==> src/sv/prsu_pkg.sv <==
`timescale 1ns / 1ps
// Shared types and constants for the picture-unit register and scroll unit.
// Used by the top level; no dependencies.

package prsu_pkg;

   // Store sizes
   localparam int OAM_DEPTH = 256;
   localparam int PAL_DEPTH = 32;
   localparam int OAM_AW    = $clog2(OAM_DEPTH);
   localparam int PAL_AW    = $clog2(PAL_DEPTH);

   // Item operation codes
   typedef enum logic [3:0] {
      OP_REG_WRITE   = 4'd0,
      OP_REG_READ    = 4'd1,
      OP_READ_FILL   = 4'd2,
      OP_DMA_BYTE    = 4'd3,
      OP_INC_X       = 4'd4,
      OP_INC_Y       = 4'd5,
      OP_COPY_X      = 4'd6,
      OP_COPY_Y      = 4'd7,
      OP_VBLANK      = 4'd8,
      OP_FRAME_START = 4'd9,
      OP_SPRITE0_HIT = 4'd10,
      OP_OVERFLOW    = 4'd11,
      OP_OAM_CLEAR   = 4'd12
   } op_type;

   // Register indexes
   localparam logic [2:0] REG_CTRL    = 3'd0;
   localparam logic [2:0] REG_MASK    = 3'd1;
   localparam logic [2:0] REG_STATUS  = 3'd2;
   localparam logic [2:0] REG_OAMADDR = 3'd3;
   localparam logic [2:0] REG_OAMDATA = 3'd4;
   localparam logic [2:0] REG_SCROLL  = 3'd5;
   localparam logic [2:0] REG_ADDR    = 3'd6;
   localparam logic [2:0] REG_DATA    = 3'd7;

   // Scroll address masks
   localparam logic [14:0] COPY_X_MASK = 15'h041F;
   localparam logic [14:0] COPY_Y_MASK = 15'h7BE0;
   localparam logic [14:0] NT_X_BIT    = 15'h0400;
   localparam logic [5:0]  PAL_PAGE    = 6'h3F;
   localparam logic [13:0] PAL_REFILL  = 14'h1000;
   localparam logic [7:0]  GRAY_MASK   = 8'h30;

   // Read data source for the response stage
   typedef enum logic [1:0] {
      RD_FIXED = 2'd0,
      RD_OAM   = 2'd1,
      RD_PAL   = 2'd2
   } rd_sel_type;

   // Result fields, in bus order
   typedef struct packed {
      logic [7:0]  mask_bits;
      logic        tall_sprites;
      logic        sprite_table_high;
      logic        bg_table_high;
      logic [2:0]  fine_scroll_x;
      logic [14:0] current_addr;
      logic [7:0]  vram_wdata;
      logic [13:0] vram_addr;
      logic        vram_write;
      logic        vram_read;
      logic        nmi_pulse;
      logic [7:0]  read_data;
   } rsp_type;

   // Item in flight between accept and the result register
   typedef struct packed {
      rd_sel_type rd_sel;
      logic       gray;
      rsp_type    rsp;
   } stage_type;

endpackage

==> src/sv/ppu_register_scroll_unit_top.sv <==
`timescale 1ns / 1ps
// Picture-unit register file with scroll counters, OAM and palette stores.
// Depends on prsu_pkg and prsu_ram.
//
//  channel | dir | handshake          | payload
//  --------+-----+--------------------+-----------------------------------------
//  req     | in  | req_tvalid/tready  | tuser: op; tdata: reg_index, value, dma
//  rsp     | out | rsp_tvalid/tready  | tdata: read_data .. mask_bits (64 bits)
//
// One item per clock sustained while rsp_tready stays high; a result passes
// through stage one and the result register, a depth set by the registered read of the OAM and palette RAMs.
// Register state and RAM writes update at the accept edge; the RAM read data
// joins the item in the second stage, then the result register holds it.
// Reset (synchronous, high) clears all architectural register state and the valid flags; RAM contents are kept.
// A stalled result holds stage two; req_tready drops only when both are full.

module ppu_register_scroll_unit_top (
   input  logic        clock,
   input  logic        reset,
   input  logic        req_tvalid,
   output logic        req_tready,
   input  logic [3:0]  req_tuser,  // [3:0] op
   input  logic [23:0] req_tdata,  // [2:0] reg_index, [10:3] value, [18:11] dma_index
   output logic        rsp_tvalid,
   input  logic        rsp_tready,
   // [7:0] read_data, [8] nmi_pulse, [9] vram_read, [10] vram_write,
   // [24:11] vram_addr, [32:25] vram_wdata, [47:33] current_addr,
   // [50:48] fine_scroll_x, [51] bg_table_high, [52] sprite_table_high,
   // [53] tall_sprites, [61:54] mask_bits
   output logic [63:0] rsp_tdata
);

   // Architectural state
   logic        nmi_enable_ff, nmi_enable_in;
   logic        step32_ff, step32_in;
   logic        bg_sel_ff, bg_sel_in;
   logic        spr_sel_ff, spr_sel_in;
   logic        tall_ff, tall_in;
   logic [7:0]  mask_ff, mask_in;
   logic [14:0] temp_ff, temp_in;
   logic [14:0] cur_ff, cur_in;
   logic [2:0]  fine_x_ff, fine_x_in;
   logic        toggle_ff, toggle_in;
   logic        vblank_ff, vblank_in;
   logic        hit_ff, hit_in;
   logic        ovf_ff, ovf_in;
   logic [prsu_pkg::OAM_AW-1:0] oam_ptr_ff, oam_ptr_in;
   logic [7:0]  rbuf_ff, rbuf_in;

   // Pipeline
   logic                s1_vld_ff, s1_vld_in;
   prsu_pkg::stage_type s1_ff, s1_in;
   logic                out_vld_ff, out_vld_in;
   prsu_pkg::rsp_type   out_ff, out_in;
   logic                accept, s1_move;

   // Decoded item
   prsu_pkg::op_type op;
   logic [2:0]       reg_idx;
   logic [7:0]       val;
   logic [7:0]       dma_idx;

   // RAM ports
   logic                        oam_we, oam_re;
   logic [prsu_pkg::OAM_AW-1:0] oam_waddr;
   logic [7:0]                  oam_rdata;
   logic                        pal_we, pal_re;
   logic [prsu_pkg::PAL_AW-1:0] pal_slot;
   logic [7:0]                  pal_rdata;

   // Helpers
   logic [13:0] data_addr;
   logic        in_pal;
   logic [14:0] cur_step;
   logic [4:0]  coarse_y;

   assign op      = prsu_pkg::op_type'(req_tuser[3:0]);
   assign reg_idx = req_tdata[2:0];
   assign val     = req_tdata[10:3];
   assign dma_idx = req_tdata[18:11];

   // Handshake
   assign s1_move    = s1_vld_ff && (!out_vld_ff || rsp_tready);
   assign req_tready = !s1_vld_ff || s1_move;
   assign accept     = req_tvalid && req_tready;

   // Data port address, palette slot with mirroring of the backdrop entries
   assign data_addr = cur_ff[13:0];
   assign in_pal    = (data_addr[13:8] == prsu_pkg::PAL_PAGE);
   assign cur_step  = cur_ff + (step32_ff ? 15'd32 : 15'd1);
   always_comb begin
      pal_slot = data_addr[prsu_pkg::PAL_AW-1:0];
      if (pal_slot[1:0] == 2'b00) begin
         pal_slot[4] = 1'b0;
      end
   end

   // Next state, RAM requests and stage-one contents
   always_comb begin
      nmi_enable_in = nmi_enable_ff;
      step32_in     = step32_ff;
      bg_sel_in     = bg_sel_ff;
      spr_sel_in    = spr_sel_ff;
      tall_in       = tall_ff;
      mask_in       = mask_ff;
      temp_in       = temp_ff;
      cur_in        = cur_ff;
      fine_x_in     = fine_x_ff;
      toggle_in     = toggle_ff;
      vblank_in     = vblank_ff;
      hit_in        = hit_ff;
      ovf_in        = ovf_ff;
      oam_ptr_in    = oam_ptr_ff;
      rbuf_in       = rbuf_ff;
      oam_we        = 1'b0;
      oam_re        = 1'b0;
      oam_waddr     = oam_ptr_ff;
      pal_we        = 1'b0;
      pal_re        = 1'b0;
      coarse_y      = 5'd0;
      s1_in         = '0;
      s1_in.rd_sel  = prsu_pkg::RD_FIXED;
      s1_in.gray    = mask_ff[0];

      case (op)
         prsu_pkg::OP_REG_WRITE: begin
            case (reg_idx)
               prsu_pkg::REG_CTRL: begin
                  s1_in.rsp.nmi_pulse = !nmi_enable_ff && val[7] && vblank_ff;
                  nmi_enable_in       = val[7];
                  step32_in           = val[2];
                  bg_sel_in           = val[4];
                  spr_sel_in          = val[3];
                  tall_in             = val[5];
                  temp_in[11:10]      = val[1:0];
               end
               prsu_pkg::REG_MASK: begin
                  mask_in = val;
               end
               prsu_pkg::REG_OAMADDR: begin
                  oam_ptr_in = val;
               end
               prsu_pkg::REG_OAMDATA: begin
                  oam_we     = 1'b1;
                  oam_ptr_in = oam_ptr_ff + 8'd1;
               end
               prsu_pkg::REG_SCROLL: begin
                  if (!toggle_ff) begin
                     temp_in[4:0] = val[7:3];
                     fine_x_in    = val[2:0];
                  end else begin
                     temp_in[14:12] = val[2:0];
                     temp_in[9:5]   = val[7:3];
                  end
                  toggle_in = !toggle_ff;
               end
               prsu_pkg::REG_ADDR: begin
                  if (!toggle_ff) begin
                     temp_in[13:8] = val[5:0];
                     temp_in[14]   = 1'b0;
                  end else begin
                     temp_in[7:0] = val;
                     cur_in       = {temp_ff[14:8], val};
                  end
                  toggle_in = !toggle_ff;
               end
               prsu_pkg::REG_DATA: begin
                  if (in_pal) begin
                     pal_we = 1'b1;
                  end else begin
                     s1_in.rsp.vram_write = 1'b1;
                     s1_in.rsp.vram_addr  = data_addr;
                     s1_in.rsp.vram_wdata = val;
                  end
                  cur_in = cur_step;
               end
               default: begin
               end
            endcase
         end
         prsu_pkg::OP_REG_READ: begin
            case (reg_idx)
               prsu_pkg::REG_STATUS: begin
                  s1_in.rsp.read_data = {vblank_ff, hit_ff, ovf_ff, 5'd0};
                  toggle_in           = 1'b0;
                  vblank_in           = 1'b0;
               end
               prsu_pkg::REG_OAMDATA: begin
                  oam_re       = 1'b1;
                  s1_in.rd_sel = prsu_pkg::RD_OAM;
               end
               prsu_pkg::REG_DATA: begin
                  s1_in.rsp.vram_read = 1'b1;
                  if (in_pal) begin
                     pal_re              = 1'b1;
                     s1_in.rd_sel        = prsu_pkg::RD_PAL;
                     s1_in.rsp.vram_addr = data_addr - prsu_pkg::PAL_REFILL;
                  end else begin
                     s1_in.rsp.read_data = rbuf_ff;
                     s1_in.rsp.vram_addr = data_addr;
                  end
                  cur_in = cur_step;
               end
               default: begin
               end
            endcase
         end
         prsu_pkg::OP_READ_FILL: begin
            rbuf_in = val;
         end
         prsu_pkg::OP_DMA_BYTE: begin
            oam_we    = 1'b1;
            oam_waddr = oam_ptr_ff + dma_idx;
         end
         prsu_pkg::OP_INC_X: begin
            // Wrap coarse X into the neighbouring nametable
            if (cur_ff[4:0] == 5'd31) begin
               cur_in = {cur_ff[14:5], 5'd0} ^ prsu_pkg::NT_X_BIT;
            end else begin
               cur_in = cur_ff + 15'd1;
            end
         end
         prsu_pkg::OP_INC_Y: begin
            // Fine Y first, then coarse Y with row 29 flipping the nametable
            if (cur_ff[14:12] != 3'd7) begin
               cur_in[14:12] = cur_ff[14:12] + 3'd1;
            end else begin
               cur_in[14:12] = 3'd0;
               case (cur_ff[9:5])
                  5'd29: begin
                     coarse_y   = 5'd0;
                     cur_in[11] = !cur_ff[11];
                  end
                  5'd31: begin
                     coarse_y = 5'd0;
                  end
                  default: begin
                     coarse_y = cur_ff[9:5] + 5'd1;
                  end
               endcase
               cur_in[9:5] = coarse_y;
            end
         end
         prsu_pkg::OP_COPY_X: begin
            cur_in = (cur_ff & prsu_pkg::COPY_Y_MASK) | (temp_ff & prsu_pkg::COPY_X_MASK);
         end
         prsu_pkg::OP_COPY_Y: begin
            cur_in = (cur_ff & prsu_pkg::COPY_X_MASK) | (temp_ff & prsu_pkg::COPY_Y_MASK);
         end
         prsu_pkg::OP_VBLANK: begin
            s1_in.rsp.nmi_pulse = nmi_enable_ff;
            vblank_in           = 1'b1;
         end
         prsu_pkg::OP_FRAME_START: begin
            vblank_in = 1'b0;
            hit_in    = 1'b0;
            ovf_in    = 1'b0;
         end
         prsu_pkg::OP_SPRITE0_HIT: begin
            hit_in = 1'b1;
         end
         prsu_pkg::OP_OVERFLOW: begin
            ovf_in = 1'b1;
         end
         prsu_pkg::OP_OAM_CLEAR: begin
            oam_ptr_in = '0;
         end
         default: begin
         end
      endcase

      // State after the item
      s1_in.rsp.current_addr      = cur_in;
      s1_in.rsp.fine_scroll_x     = fine_x_in;
      s1_in.rsp.bg_table_high     = bg_sel_in;
      s1_in.rsp.sprite_table_high = spr_sel_in;
      s1_in.rsp.tall_sprites      = tall_in;
      s1_in.rsp.mask_bits         = mask_in;
   end

   // Stores
   prsu_ram #(.WIDTH(8), .DEPTH(prsu_pkg::OAM_DEPTH)) u_oam_ram (
      .clock   (clock),
      .wr_en   (accept && oam_we),
      .wr_addr (oam_waddr),
      .wr_data (val),
      .rd_en   (accept && oam_re),
      .rd_addr (oam_ptr_ff),
      .rd_data (oam_rdata)
   );

   prsu_ram #(.WIDTH(8), .DEPTH(prsu_pkg::PAL_DEPTH)) u_pal_ram (
      .clock   (clock),
      .wr_en   (accept && pal_we),
      .wr_addr (pal_slot),
      .wr_data (val),
      .rd_en   (accept && pal_re),
      .rd_addr (pal_slot),
      .rd_data (pal_rdata)
   );

   // Merge RAM data into the result and advance the pipeline
   always_comb begin
      out_in = s1_ff.rsp;
      case (s1_ff.rd_sel)
         prsu_pkg::RD_OAM: begin
            out_in.read_data = oam_rdata;
         end
         prsu_pkg::RD_PAL: begin
            out_in.read_data = s1_ff.gray ? (pal_rdata & prsu_pkg::GRAY_MASK) : pal_rdata;
         end
         default: begin
         end
      endcase

      if (accept) begin
         s1_vld_in = 1'b1;
      end else if (s1_move) begin
         s1_vld_in = 1'b0;
      end else begin
         s1_vld_in = s1_vld_ff;
      end

      if (s1_move) begin
         out_vld_in = 1'b1;
      end else if (rsp_tready) begin
         out_vld_in = 1'b0;
      end else begin
         out_vld_in = out_vld_ff;
      end
   end

   // Control and architectural registers
   always_ff @(posedge clock) begin
      if (reset) begin
         nmi_enable_ff <= 1'b0;
         step32_ff     <= 1'b0;
         bg_sel_ff     <= 1'b0;
         spr_sel_ff    <= 1'b0;
         tall_ff       <= 1'b0;
         mask_ff       <= '0;
         temp_ff       <= '0;
         cur_ff        <= '0;
         fine_x_ff     <= '0;
         toggle_ff     <= 1'b0;
         vblank_ff     <= 1'b0;
         hit_ff        <= 1'b0;
         ovf_ff        <= 1'b0;
         oam_ptr_ff    <= '0;
         rbuf_ff       <= '0;
         s1_vld_ff     <= 1'b0;
         out_vld_ff    <= 1'b0;
      end else begin
         if (accept) begin
            nmi_enable_ff <= nmi_enable_in;
            step32_ff     <= step32_in;
            bg_sel_ff     <= bg_sel_in;
            spr_sel_ff    <= spr_sel_in;
            tall_ff       <= tall_in;
            mask_ff       <= mask_in;
            temp_ff       <= temp_in;
            cur_ff        <= cur_in;
            fine_x_ff     <= fine_x_in;
            toggle_ff     <= toggle_in;
            vblank_ff     <= vblank_in;
            hit_ff        <= hit_in;
            ovf_ff        <= ovf_in;
            oam_ptr_ff    <= oam_ptr_in;
            rbuf_ff       <= rbuf_in;
         end
         s1_vld_ff  <= s1_vld_in;
         out_vld_ff <= out_vld_in;
      end
   end

   // Payload registers
   always_ff @(posedge clock) begin
      if (accept) begin
         s1_ff <= s1_in;
      end
      if (s1_move) begin
         out_ff <= out_in;
      end
   end

   assign rsp_tvalid = out_vld_ff;
   assign rsp_tdata  = {2'b00, out_ff};

endmodule

==> src/sv/prsu_ram.sv <==
`timescale 1ns / 1ps
// Generic single-write, single-read RAM with registered read data.
// No dependencies.

module prsu_ram #(
   parameter int WIDTH = 8,
   parameter int DEPTH = 256
) (
   input  logic                     clock,
   input  logic                     wr_en,
   input  logic [$clog2(DEPTH)-1:0] wr_addr,
   input  logic [WIDTH-1:0]         wr_data,
   input  logic                     rd_en,
   input  logic [$clog2(DEPTH)-1:0] rd_addr,
   output logic [WIDTH-1:0]         rd_data
);

   logic [WIDTH-1:0] mem_ff [DEPTH];
   logic [WIDTH-1:0] rd_data_ff;

   // Write port, then registered read
   always_ff @(posedge clock) begin
      if (wr_en) begin
         mem_ff[wr_addr] <= wr_data;
      end
      if (rd_en) begin
         rd_data_ff <= mem_ff[rd_addr];
      end
   end

   assign rd_data = rd_data_ff;

endmodule

==> config.mk <==
export PLATFORM = sky130hd
export DESIGN_NAME = ppu_register_scroll_unit_top
export DESIGN_NICKNAME = d
export VERILOG_FILES = /design/src/sv/prsu_pkg.sv /design/src/sv/ppu_register_scroll_unit_top.sv /design/src/sv/prsu_ram.sv
export SDC_FILE = /design/constraint.sdc
export NUM_CORES = 2
export LEC_CHECK = 0
export BUFFER_PORTS_ARGS = -buffer_cell sky130_fd_sc_hd__buf_2
export CORE_MARGIN = 3
export CORE_UTILIZATION = 55
export DETAILED_ROUTE_END_ITERATION = 6
export PLACE_DENSITY = 0.67
export SLEW_MARGIN = 10
export SYNTH_ARGS = -nofsm -noshare
export SYNTH_HDL_FRONTEND = slang
export SYNTH_SLANG_ARGS = --single-unit
==> constraint.sdc <==
create_clock -name clock -period 10.3 [get_ports clock]
set_input_delay 0.515 -clock clock [delete_from_list [all_inputs] [get_ports clock]]
set_output_delay 0.515 -clock clock [all_outputs]
set_load 0.02 [all_outputs]
==> summary.txt <==
Synthesis
  • Leading area contributor after synthesis: edfxtp_1
  • Sequential element share of the synthesized area: 75.4%
  • Synth cell count leaders: edfxtp_1, mux4_2, nor2_1
  • Synth Flop Type: edfxtp_1
  • Count leader, synth: edfxtp_1
  • Post-Syn Area: 99200 um2
  • EDFF count, synth: 2447
  • FFs w/ async S/R, synth: 0%
  • Synthesized instance count: 5043
  • Mapped Avg Cell Area: 19.7 um2
  • Synth warnings: 0
  • Number of synthesized register bits: 2515
  • Synth top area share: 74.1%
  • Synth area leaders: edfxtp_1, mux4_2, nor2_1
  • Post-synth cell types: 89

Global route
  • Vias in the first global route: 49.6k
  • Total grt overflow: 0
  • Met1 Track Usage GR: 37.6%
  • First-pass GRT wire length: 345000 um
  • Initial antenna violation count: 10
  • Gr usage total: 25.6%
  • Met2 GRT Util: 40.0%
  • Met3 Resource Use GR: 4.60%
  • Layer with the highest usage: met2
  • Largest net degree at the start of global routing: 188

Route
  • Routed WL per cell: 30.6 um
  • Via count: 50.1k
  • Via/cell ratio: 6.46
  • Residual DRC: 0
  • Total iterations of the first detailed-routing run: 6
  • Post-Route WL: 237000 um
  • Routed Antenna Nets: 0
  • DR iter-0 viols: 6370

Timing
  • Fmax: 195 MHz
  • Final Setup Violations: 0
  • Minimum clock period: 5.14 ns
  • Hold Fails Final Rpt: 0
  • Total Neg Setup Slack: 0 ns
  • Period Utilization, post-route: 49.9%
  • Hold WS: 0.0435 ns
  • Unrepaired setup endpoints after global routing: no
  • Max-slew violation count: 0
  • Slew of the pin with the lowest slew margin: 1.25 ns
  • Worst Skew: 0.0799 ns
  • Slew HR: 16.4%

Clock tree
  • Clock tree buffer depth: 3
  • CTS tree: yes
  • CTS buffer count: 238
  • Clock transition at path regs: 0.06 ns
  • H-tree lvl count: 4
  • CTS root buf: clkbuf_16
  • Clock sinks: 2515
  • Clock Latency Late Sink: 0.89 ns

Hold path
  • Hold Crit Depth: 1
  • Worst Hold Path EP: u_oam_ram.mem_ff[123][1]
  • Hold Crit Class: primary input to flip-flop
  • Hold Crit Start: req_tdata[4]

Placed design
  • IO Port Bufs: 90
  • Final GP Congestion: 0.938
  • Detailed placement HPWL: 140000 um

Worst setup path
  • CP startpoint kind: flip-flop
  • RR Endpoint: u_oam_ram.mem_ff[93][3]
  • R2R depth: 6
  • CP max FO: 58
  • Crit Path Category: flip-flop to flip-flop
  • Worst path required time: 10.75 ns
  • R2R Setup Slk: 5.16 ns
  • Worst Path Arrival: 5.59 ns
  • RR Startpoint: oam_ptr_ff[1]
  • Worst Setup End Kind: flip-flop

Floorplan
  • Die area: 185000 um2
  • DIE HEIGHT: 431 um
  • Area of the core: 179000 um2
  • Die X: 431 um
  • Initial core utilization: 55.5%
  • Row cnt: 155
  • Io pins: 98

Finish
  • Syn-to-layout area delta: 11.2%
  • Final design utilization: 61.7%
  • Nets: 5243
  • Layout cells sized above 1: 23.5%

Power and ir drop
  • VDD IR max: 0.155 mV
  • Leakage: 33.4 nW
  • P per Cell Area: 189 nW/um2

Run status
  • Status: completed

Run
  • Max Cap Violations: 0
[metal layers]
layer / share of wire (%) / up-vias
met4: 2.9 / 2
li1: - / 21100
met2: 48 / 2235
met1: 41 / 26300
met5: 0.0055 / -
met3: 8.3 / 346
[worst max path at each step]
stage	from	end	slack, ns	cells after the start
after global routing	oam_ptr_ff[0]	u_oam_ram.rd_data[3]	4.88	9
after detailed placement	oam_ptr_ff[0]	u_oam_ram.rd_data[3]	5.06	9
after floorplan	cur_ff[0]	u_pal_ram.mem_ff[17][0]	6.02	12
after global placement	oam_ptr_ff[0]	u_oam_ram.rd_data[3]	5.08	9
final	oam_ptr_ff[1]	u_oam_ram.mem_ff[93][3]	5.16	6
after CTS	oam_ptr_ff[0]	u_oam_ram.rd_data[3]	5.04	9
[kinds of logic (layout without fill, tap and decap cells)]
kind of cell	Yosys count	count (layout)	synth area share, %
muxes	678	678	13.9
buffers and inverters	339	657	1.50
xor gates and xnor gates	11	11	0.0971
AOI/OAI and AO/OA	610	610	4.58
and+or+nand+nor	864	864	4.12
DFF	2515	2515	75.4
adders and majority gates	25	25	0.323
other	1	36	0.00378
[cells in the final DEF, fill, tap and decap left out, types with 19 or more instances in the layout]
| cell type | synthesis | routed |
|---|---|---|
| a22oi_1 | 67 | 67 |
| clkbuf_1 | 169 | 36 |
| inv_1 | 24 | 23 |
| clkinv_1 | 0 | 53 |
| mux2_2 | 22 | 22 |
| clkbuf_16 | 0 | 238 |
| nor2_1 | 380 | 377 |
| nand2b_1 | 20 | 19 |
| nand2_1 | 140 | 124 |
| nand3_1 | 50 | 50 |
| buf_2 | 72 | 82 |
| mux2i_1 | 96 | 96 |
| buf_4 | 10 | 86 |
| nor3_1 | 52 | 51 |
| a21oi_1 | 98 | 98 |
| edfxtp_1 | 2447 | 2447 |
| mux4_2 | 560 | 560 |
| conb_1 | 1 | 34 |
| bufinv_16 | 0 | 30 |
| clkinv_2 | 0 | 59 |
| a31oi_1 | 24 | 24 |
| a211oi_1 | 33 | 33 |
| ha_1 | 24 | 24 |
| and3_1 | 21 | 21 |
| o22ai_1 | 136 | 136 |
| nor4_1 | 28 | 28 |
| nor2_2 | 69 | 71 |
| a221oi_1 | 24 | 24 |
| o211ai_1 | 19 | 19 |
| a22o_1 | 34 | 34 |
| dfxtp_1 | 68 | 63 |
| o21ai_0 | 49 | 49 |
[where the power goes]
| group | switching (W) | total [W] | internal, W | leakage, nW |
|---|---|---|---|---|
| Clock | 0.00379 | 0.00883 | 0.00503 | 3.89 |
| Sequential | 0.0000318 | 0.0113 | 0.0113 | 22.7 |
| Combinational | 0.000510 | 0.000757 | 0.000248 | 6.81 |
| Total | 0.00434 | 0.0209 | 0.0165 | 33.4 |
[through the flow]
stage                     setup slack [ns]  power, W  area [um2]  instances
after global routing                  4.88    0.0215      110000       7749
after global placement                5.08    0.0123      102000       7299
after CTS                             5.04    0.0210      110000       7749
after floorplan                       6.02    0.0119       99300       5076
final                                 5.16    0.0209      110000       7751
after detailed placement              5.06    0.0123      102000       7299
[critical path: stages (launching register included)]
cell,delay (ns)
dfxtp_4,0.93
inv_1,0.23
fa_1,0.49
xor2_1,0.22
o41ai_1,0.94
nand2_2,0.95
nor2_1,0.94
[sequential cells by signal, summed over array words and instances (netlist names), 3 cells and up]
register and count:
cur_ff 15, mask_ff 8, rbuf_ff 8, oam_ptr_ff 8, rsp_tdata 62, s1_ff 11
temp_ff 15, out_in 54, fine_x_ff 3, u_pal_ram.rd_data 8, u_oam_ram.mem_ff 2048, u_pal_ram.mem_ff 256
u_oam_ram.rd_data 8
[area by class of cell]
cell class	instances	area, um2
sequential	2515	74900
multi-input combinational	2222	23100
timing repair buffer	185	1340
tap	2355	2950
fill	12400	68500
antenna	2	5.00
inverter	24	92.6
clock inverter	171	1830
clock buffer	277	6130
[what timing repair did]
item / CTS / global route
buffers inserted: 0 / 0
hold buffers: 2 / 0
resized for setup: 0 / 0
hold endpoints to repair: 2 / 0
Note: power is estimated with default switching activity, not from simulation.
